File: src/hw/rtl/servo_status_packet_parser_unit_defines.svh
// Assertion helpers shared by the parser RTL.
// Each macro expects the enclosing module to have clk and arst_n.
`ifndef SERVO_STATUS_PACKET_PARSER_UNIT_DEFINES_SVH
`define SERVO_STATUS_PACKET_PARSER_UNIT_DEFINES_SVH

// Same-cycle implication, held off during reset.
`define SSPP_ASSERT_NOW(label, ante, cons) \
	label: assert property (@(posedge clk) disable iff (!arst_n) (ante) |-> (cons)) \
		else $error("sspp check failed");

// Next-cycle implication, held off during reset.
`define SSPP_ASSERT_NEXT(label, ante, cons) \
	label: assert property (@(posedge clk) disable iff (!arst_n) (ante) |=> (cons)) \
		else $error("sspp check failed");

`endif

File: src/hw/rtl/sspp_pkg.sv
`default_nettype none
package sspp_pkg;

	localparam logic [7:0] HDR_BYTE   = 8'hFF;
	localparam int         WIN_DEPTH  = 7;
	localparam int         CFG_IDX_W  = 2;

	// configuration register indexes
	localparam logic [CFG_IDX_W-1:0] REG_PAN_ID  = 2'd0;
	localparam logic [CFG_IDX_W-1:0] REG_TILT_ID = 2'd1;

	// matched_servo codes
	localparam logic [1:0] MATCH_PAN  = 2'd0;
	localparam logic [1:0] MATCH_TILT = 2'd1;
	localparam logic [1:0] MATCH_NONE = 2'd2;

	// frame check result handed from window to result stage
	typedef struct packed {
		logic        hit;
		logic [7:0]  id;
		logic [15:0] pos;
	} frame_t;

endpackage
`default_nettype wire

File: src/hw/rtl/sspp_window.sv
`default_nettype none
`include "servo_status_packet_parser_unit_defines.svh"
module sspp_window (
	input  wire logic            clk,
	input  wire logic            arst_n,
	input  wire logic            advance,
	input  wire logic [7:0]      rx_byte_s1,
	output sspp_pkg::frame_t     frame
);
	import sspp_pkg::*;

	logic [7:0] win_q [WIN_DEPTH];
	logic [7:0] sum;

	// checksum over id, length, error and position bytes
	always_comb begin
		sum = win_q[2] + win_q[3] + win_q[4] + win_q[5] + win_q[6];
		frame.hit = (win_q[0] == HDR_BYTE) && (win_q[1] == HDR_BYTE) && (rx_byte_s1 == ~sum);
		frame.id  = win_q[2];
		frame.pos = {win_q[6], win_q[5]};
	end

	// sliding window: shift in the new byte, clear after a good frame
	always_ff @(posedge clk or negedge arst_n) begin
		if (!arst_n) begin
			for (int i = 0; i < WIN_DEPTH; i++) win_q[i] <= '0;
		end else if (advance) begin
			if (frame.hit) begin
				for (int i = 0; i < WIN_DEPTH; i++) win_q[i] <= '0;
			end else begin
				for (int i = 0; i < WIN_DEPTH - 1; i++) win_q[i] <= win_q[i+1];
				win_q[WIN_DEPTH-1] <= rx_byte_s1;
			end
		end
	end

	// a good frame leaves no header behind
	`SSPP_ASSERT_NEXT(a_clear_after_hit, advance && frame.hit, win_q[0] == '0 && win_q[1] == '0)
	// window only moves on an advance
	`SSPP_ASSERT_NEXT(a_hold_idle, !advance, win_q[6] == $past(win_q[6]))

endmodule
`default_nettype wire

File: src/hw/rtl/sspp_result.sv
`default_nettype none
`include "servo_status_packet_parser_unit_defines.svh"
module sspp_result (
	input  wire logic             clk,
	input  wire logic             arst_n,
	input  wire logic             take,
	input  wire sspp_pkg::frame_t frame,
	input  wire logic [7:0]       pan_id,
	input  wire logic [7:0]       tilt_id,
	input  wire logic             out_ready,
	output logic                  out_valid,
	output logic                  out_free,
	output logic [7:0]            frame_id,
	output logic [15:0]           frame_position,
	output logic [1:0]            matched_servo,
	output logic [15:0]           pan_position,
	output logic [15:0]           tilt_position
);
	import sspp_pkg::*;

	logic [1:0]  match;
	logic [15:0] pan_nx;
	logic [15:0] tilt_nx;
	logic [15:0] pan_q;
	logic [15:0] tilt_q;
	logic        out_valid_q;
	logic [7:0]  id_q;
	logic [15:0] pos_q;
	logic [1:0]  match_q;
	logic [15:0] pan_out_q;
	logic [15:0] tilt_out_q;

	// id match, pan wins on a tie
	always_comb begin
		pan_nx  = pan_q;
		tilt_nx = tilt_q;
		if (frame.id == pan_id) begin
			match  = MATCH_PAN;
			pan_nx = frame.pos;
		end else if (frame.id == tilt_id) begin
			match   = MATCH_TILT;
			tilt_nx = frame.pos;
		end else begin
			match = MATCH_NONE;
		end
	end

	// stored present positions
	always_ff @(posedge clk or negedge arst_n) begin
		if (!arst_n) begin
			pan_q  <= '0;
			tilt_q <= '0;
		end else if (take) begin
			pan_q  <= pan_nx;
			tilt_q <= tilt_nx;
		end
	end

	// result register valid
	always_ff @(posedge clk or negedge arst_n) begin
		if (!arst_n) begin
			out_valid_q <= 1'b0;
		end else if (take) begin
			out_valid_q <= 1'b1;
		end else if (out_ready) begin
			out_valid_q <= 1'b0;
		end
	end

	// result payload
	always_ff @(posedge clk) begin
		if (take) begin
			id_q       <= frame.id;
			pos_q      <= frame.pos;
			match_q    <= match;
			pan_out_q  <= pan_nx;
			tilt_out_q <= tilt_nx;
		end
	end

	assign out_valid      = out_valid_q;
	assign out_free       = !out_valid_q || out_ready;
	assign frame_id       = id_q;
	assign frame_position = pos_q;
	assign matched_servo  = match_q;
	assign pan_position   = pan_out_q;
	assign tilt_position  = tilt_out_q;

	// never overwrite a request still waiting
	`SSPP_ASSERT_NOW(a_no_overwrite, take, out_free)
	// a pan match lands in the pan store
	`SSPP_ASSERT_NEXT(a_pan_store, take && match == MATCH_PAN, pan_q == $past(frame.pos))
	// reported positions agree with the stores
	`SSPP_ASSERT_NOW(a_out_stores, out_valid_q && !take,
		pan_out_q == pan_q && tilt_out_q == tilt_q)

endmodule
`default_nettype wire

File: src/hw/rtl/servo_status_packet_parser_unit.sv
// Servo status packet parser. Bus bytes enter on the rx_byte channel, one
// request per cycle unless stalled; each byte is registered, then checked
// against the last seven bytes for a status frame (two 0xFF headers,
// checksum in the eighth byte). A good frame presents one result request
// through the input register and then the result register, carrying id,
// position, which servo matched and both stored positions; other bytes give
// no result. The sustained rate is one byte per cycle while no good frame
// meets a full result register, set by the window shift and checksum loop.
// A finishing frame waits only while the result register still holds an
// untaken request. Id registers should be written while no byte is in flight.
`default_nettype none
`include "servo_status_packet_parser_unit_defines.svh"
module servo_status_packet_parser_unit (
	input  wire logic                          clk,
	input  wire logic                          arst_n,
	input  wire logic                          in_valid,
	output logic                               in_ready,
	input  wire logic [7:0]                    rx_byte,
	input  wire logic                          cfg_valid,
	output logic                               cfg_ready,
	input  wire logic [sspp_pkg::CFG_IDX_W-1:0] cfg_index,
	input  wire logic [7:0]                    cfg_data,
	output logic                               out_valid,
	input  wire logic                          out_ready,
	output logic [7:0]                         frame_id,
	output logic [15:0]                        frame_position,
	output logic [1:0]                         matched_servo,
	output logic [15:0]                        pan_position,
	output logic [15:0]                        tilt_position
);
	import sspp_pkg::*;

	logic       valid_s1;
	logic [7:0] byte_s1;
	logic [7:0] pan_id_q;
	logic [7:0] tilt_id_q;
	logic       out_free;
	logic       s1_go;
	frame_t     frame;

	// id registers
	assign cfg_ready = 1'b1;
	always_ff @(posedge clk or negedge arst_n) begin
		if (!arst_n) begin
			pan_id_q  <= 8'd1;
			tilt_id_q <= 8'd2;
		end else if (cfg_valid && cfg_ready) begin
			unique case (cfg_index)
				REG_PAN_ID:  pan_id_q  <= cfg_data;
				REG_TILT_ID: tilt_id_q <= cfg_data;
				default: ;
			endcase
		end
	end

	// stage one moves on unless a good frame meets a full result register
	assign s1_go    = valid_s1 && (!frame.hit || out_free);
	assign in_ready = !valid_s1 || s1_go;

	// input register
	always_ff @(posedge clk or negedge arst_n) begin
		if (!arst_n) begin
			valid_s1 <= 1'b0;
		end else if (in_valid && in_ready) begin
			valid_s1 <= 1'b1;
		end else if (s1_go) begin
			valid_s1 <= 1'b0;
		end
	end

	always_ff @(posedge clk) begin
		if (in_valid && in_ready) byte_s1 <= rx_byte;
	end

	sspp_window u_window (
		.clk        (clk),
		.arst_n     (arst_n),
		.advance    (s1_go),
		.rx_byte_s1 (byte_s1),
		.frame      (frame)
	);

	sspp_result u_result (
		.clk            (clk),
		.arst_n         (arst_n),
		.take           (s1_go && frame.hit),
		.frame          (frame),
		.pan_id         (pan_id_q),
		.tilt_id        (tilt_id_q),
		.out_ready      (out_ready),
		.out_valid      (out_valid),
		.out_free       (out_free),
		.frame_id       (frame_id),
		.frame_position (frame_position),
		.matched_servo  (matched_servo),
		.pan_position   (pan_position),
		.tilt_position  (tilt_position)
	);

	// an empty input stage always takes a byte
	`SSPP_ASSERT_NOW(a_ready_when_empty, !valid_s1, in_ready)
	// a blocked frame holds the input side
	`SSPP_ASSERT_NOW(a_block_on_full, valid_s1 && frame.hit && !out_free, !in_ready)
	// a completed frame shows up as a result next cycle
	`SSPP_ASSERT_NEXT(a_result_follows, s1_go && frame.hit, out_valid)

endmodule
`default_nettype wire

File: config.mk
export PLATFORM = sky130hd
export DESIGN_NAME = servo_status_packet_parser_unit
export DESIGN_NICKNAME = d
export VERILOG_FILES = /design/src/hw/rtl/sspp_pkg.sv /design/src/hw/rtl/sspp_window.sv /design/src/hw/rtl/sspp_result.sv /design/src/hw/rtl/servo_status_packet_parser_unit.sv
export VERILOG_INCLUDE_DIRS = /design/src /design/src/hw/rtl
export SDC_FILE = /design/constraint.sdc
export NUM_CORES = 1
export LEC_CHECK = 0
export BUFFER_PORTS_ARGS = -buffer_cell sky130_fd_sc_hd__buf_2
export CAP_MARGIN = 10
export CORE_MARGIN = 5
export CORE_UTILIZATION = 50
export DETAILED_ROUTE_END_ITERATION = 8
export PLACE_DENSITY = 0.7
export SETUP_SLACK_MARGIN = 0.2
export SYNTH_ARGS = -nofsm -noshare
export SYNTH_HDL_FRONTEND = slang
export SYNTH_SLANG_ARGS = --single-unit
export TNS_END_PERCENT = 5
File: constraint.sdc
create_clock -name clk -period 9.25 [get_ports clk]
set_input_delay 0.4625 -clock clk [delete_from_list [all_inputs] [get_ports clk]]
set_output_delay 0.4625 -clock clk [all_outputs]
set_load 0.03 [all_outputs]
==> impl_metrics.env <==
export IMPL_crit_required_ns=8.79
export IMPL_synth_distinct_cells=44
export IMPL_setup_viol=0
export IMPL_synth_seq_cells=172
export IMPL_antenna_found_initial=0
export IMPL_cp_data_arrival_time_ns=4.76
export IMPL_startpoint_type="flip-flop"
export IMPL_h_tree_depth=4
export IMPL_cellPowerDensity_mw_per_mm2=256
export IMPL_vias_per_cell=5.58
export IMPL_cts_sinks=172
export IMPL_synth_area_mm2=0.00750
export IMPL_final_setup_worst_slack_ns=4.03
export IMPL_min_period_over_period=0.564
export IMPL_tightest_slew_ns=1.18
export IMPL_ant_nets=0
export IMPL_row_count=44
export IMPL_drtIter0Drc=230
export IMPL_n_antenna_cell=0
export IMPL_rsz0062_at_grt="false"
export IMPL_synth_nets=510
export IMPL_setup_tns_ns=0
export IMPL_async_reset_ff_frac=0.616
export IMPL_ys_seq_area_frac=0.618
export IMPL_wire_per_inst_um=19.9
export IMPL_grt_use_total=0.180
export IMPL_finalWeightedCongestion=0.878
export IMPL_grt_overflow=0
export IMPL_fin_area_mm2=0.00866
export IMPL_cts_max_path_buffers=2
export IMPL_post_cts_setup_buffers=0
export IMPL_first_pass_iters=4
export IMPL_hold_viol=0
export IMPL_cp_end_kind="output port"
export IMPL_n_fill_cell=1113
export IMPL_outcome="finished clean"
export IMPL_clk_pin_slew_ns=0.06
export IMPL_coreArea_mm2=0.0146
export IMPL_dp_slack_ns=4.05
export IMPL_r2r_cells=13
export IMPL_pwr_share_clk=0.308
export IMPL_holdPathStages=1
export IMPL_power_leakage_nw=3.83
export IMPL_syn2layout_area_growth_pct=15.4
export IMPL_ir_drop_mv=0.180
export IMPL_max_slew_margin=0.209
export IMPL_port_buffers=82
export IMPL_dieHeight_um=132
export IMPL_vias=4148
export IMPL_skew_ns=0.00727
export IMPL_pwr_share_comb=0.278
export IMPL_nNetsFinal=597
export IMPL_criticalPathCategory="flip-flop to output port"
export IMPL_holdCritPathClass="input pin to flip-flop"
export IMPL_drive_above_1_share=0.335
export IMPL_drc=0
export IMPL_synth_edf_count=66
export IMPL_drt_total_wl_um=14800
export IMPL_grt_pass1_vias=4460
export IMPL_fin_crit_ns=5.22
export IMPL_synth_ff_type="dfrtp_1"
export IMPL_fin_hold_ws_ns=0.218
export IMPL_syn_inst=459
export IMPL_path_max_fanout=7
export IMPL_cts_tree="yes"
export IMPL_avgSynthCellArea_um2=16.3
export IMPL_grt_pass1_wl_um=24600
export IMPL_dpl_cell_area_mm2=0.00809
export IMPL_chipWidth_um=132
export IMPL_fmax_ghz=0.192
export IMPL_cap_violations=0
export IMPL_ios=84
export IMPL_yosysWarnings=0
export IMPL_grt_max_degree=83
export IMPL_root_buffer="clkbuf_16"
export IMPL_slew_viol_final=0
export IMPL_fin_util=0.591
export IMPL_numCtsBuffers=17
export IMPL_p_sw_mw=0.684
export IMPL_die_area_mm2=0.0175
export IMPL_seqPwrFrac=0.414
export IMPL_dp_hpwl_um=10000
export IMPL_clk_latency_ns=0.43
export IMPL_switching_share=0.309
export IMPL_p_int_mw=1.53
export IMPL_start_util=0.512
[per-layer routing]
layer / global-route usage / part of all wire / wire [um]
met1: 0.239 / 0.44 / 6500
met2: 0.290 / 0.51 / 7480
met3: 0.0395 / 0.036 / 534
met4: 0.0745 / 0.019 / 284
met5: 0 / 0 / 0
[synthesized netlist by cell type (2+ instances only)]
master       n  share of area
nand3_1      3         0.0020
a22o_1      56          0.065
mux2_4      10          0.020
nor2_1       3         0.0015
a21oi_1      3         0.0020
nor3_1       2         0.0013
a2111oi_4    2         0.0073
o21ai_0      3         0.0020
mux2_2      51          0.077
dfstp_2      2         0.0070
fa_1        20          0.053
nor4_1       4         0.0033
buf_2       12         0.0080
edfxtp_1    66           0.26
nand4_4      2         0.0057
dfrtp_1    104           0.35
xnor2_4      2         0.0073
clkbuf_1     2         0.0010
inv_1       12         0.0060
nand4_1     12          0.010
and2_1       3         0.0025
ha_1         8          0.013
buf_4        4         0.0040
xor2_1      12          0.014
mux2_1      18          0.027
xnor2_1     17          0.020
a21o_1       2         0.0020
nand2_1      6         0.0030
nand2b_1     3         0.0025
[power by group through the flow]
| stage | Combinational, mW | Clock (mW) | Sequential, mW |
|---|---|---|---|
| global route | 0.682 | 0.725 | 0.925 |
| finish | 0.616 | 0.682 | 0.915 |
| global placement | 0.604 | 0 | 0.926 |
| detailed placement | 0.619 | 0 | 0.929 |
| floorplan | 0.515 | 0 | 0.903 |
| CTS | 0.625 | 0.694 | 0.916 |
[path summary, 6_finish.rpt]
kind	startpoint	to	slack (ns)
setup / recovery	u_window.frame[1]$_DFFE_PN0P_	in_ready	4.03
hold / removal	rx_byte[0]	byte_s1[0]$_DFFE_PP_	0.22
setup reg to reg	u_window.frame[1]$_DFFE_PN0P_	u_result.pan_position[13]$_DFFE_PP_	4.07
hold reg to reg	u_result.pan_q[1]$_DFFE_PN0P_	u_result.pan_q[1]$_DFFE_PN0P_	0.49
max in group asynchronous	arst_n	u_result.pan_q[2]$_DFFE_PN0P_	7.40
min in group asynchronous	arst_n	u_result.pan_q[15]$_DFFE_PN0P_	0.49
[cell type report]
type	instances	area, um2	share of cell area
Sequential cell	172	4640	0.536
Multi-Input combinational cell	256	2730	0.316
Clock buffer	24	462	0.0533
Timing Repair Buffer	87	453	0.0523
Tap cell	184	230	0.0266
Clock inverter	8	95.1	0.0110
Inverter	12	45.0	0.00520
[cells in the final DEF, fill, tap and decap left out, drive strengths merged]
cell,n
o21a,1
dfstp,2
o21ai,3
nand2b,3
a31oi,1
a21o,2
a31o,1
xnor2,19
nand3,3
nand4,14
edfxtp,66
dfrtp,104
nand3b,1
clkbuf,24
nor3b,1
xor2,12
or3,2
nor4b,1
nor3,2
clkinv,5
ha,8
bufinv,2
fa,20
a21oi,4
nand2,6
nor2,3
dlygate4sd3,1
mux2,79
inv,12
nor4,4
a2111oi,2
nor2b,1
a22o,56
buf,86
a211oi,1
conb,1
clkinvlp,1
and2,3
xnor3,2
[sequential cells by signal, indices dropped and copies added (netlist names), 16 cells and up]
register	cells
u_result.frame_position	16
u_result.pan_position	16
u_result.pan_q	16
u_result.tilt_position	16
u_window.frame	24
u_result.tilt_q	16
u_window.win_q	32
[logic make-up after synthesis]
| family | after synthesis | synth area share |
|---|---|---|
| AO/OA/AOI/OAI | 71 | 0.0846 |
| XOR/XNOR | 33 | 0.0474 |
| adder cells (fa/ha/maj) | 28 | 0.0667 |
| buffers and inverters | 31 | 0.0205 |
| flip-flops | 172 | 0.618 |
| multiplexers | 79 | 0.124 |
| other | 1 | 0.000500 |
| AND/OR/NAND/NOR | 44 | 0.0382 |
[metrics by stage]
step / instances / power, mW
after global routing: 743 / 2.33
after floorplan: 459 / 1.42
after CTS: 743 / 2.23
after global placement: 710 / 1.53
final: 743 / 2.21
after detailed placement: 710 / 1.55
[worst max-delay path, cell delays in order, from the launching register on]
cell and delay [ns]:
dfrtp_1 0.46, fa_1 0.58, fa_1 0.43, fa_1 0.50, ha_1 0.17, inv_1 0.06
fa_1 0.48, xor2_1 0.19, nor4b_1 0.42, nand2_1 0.10, nor3_1 0.26, nand3_1 0.12
or3_1 0.36, buf_2 0.20
[what timing repair did]
item / CTS / global route
hold endpoints to repair: 24 / 0
gates resized for setup: 0 / 0
hold buffers: 1 / 0
Note: power is estimated with default switching activity, not from simulation.
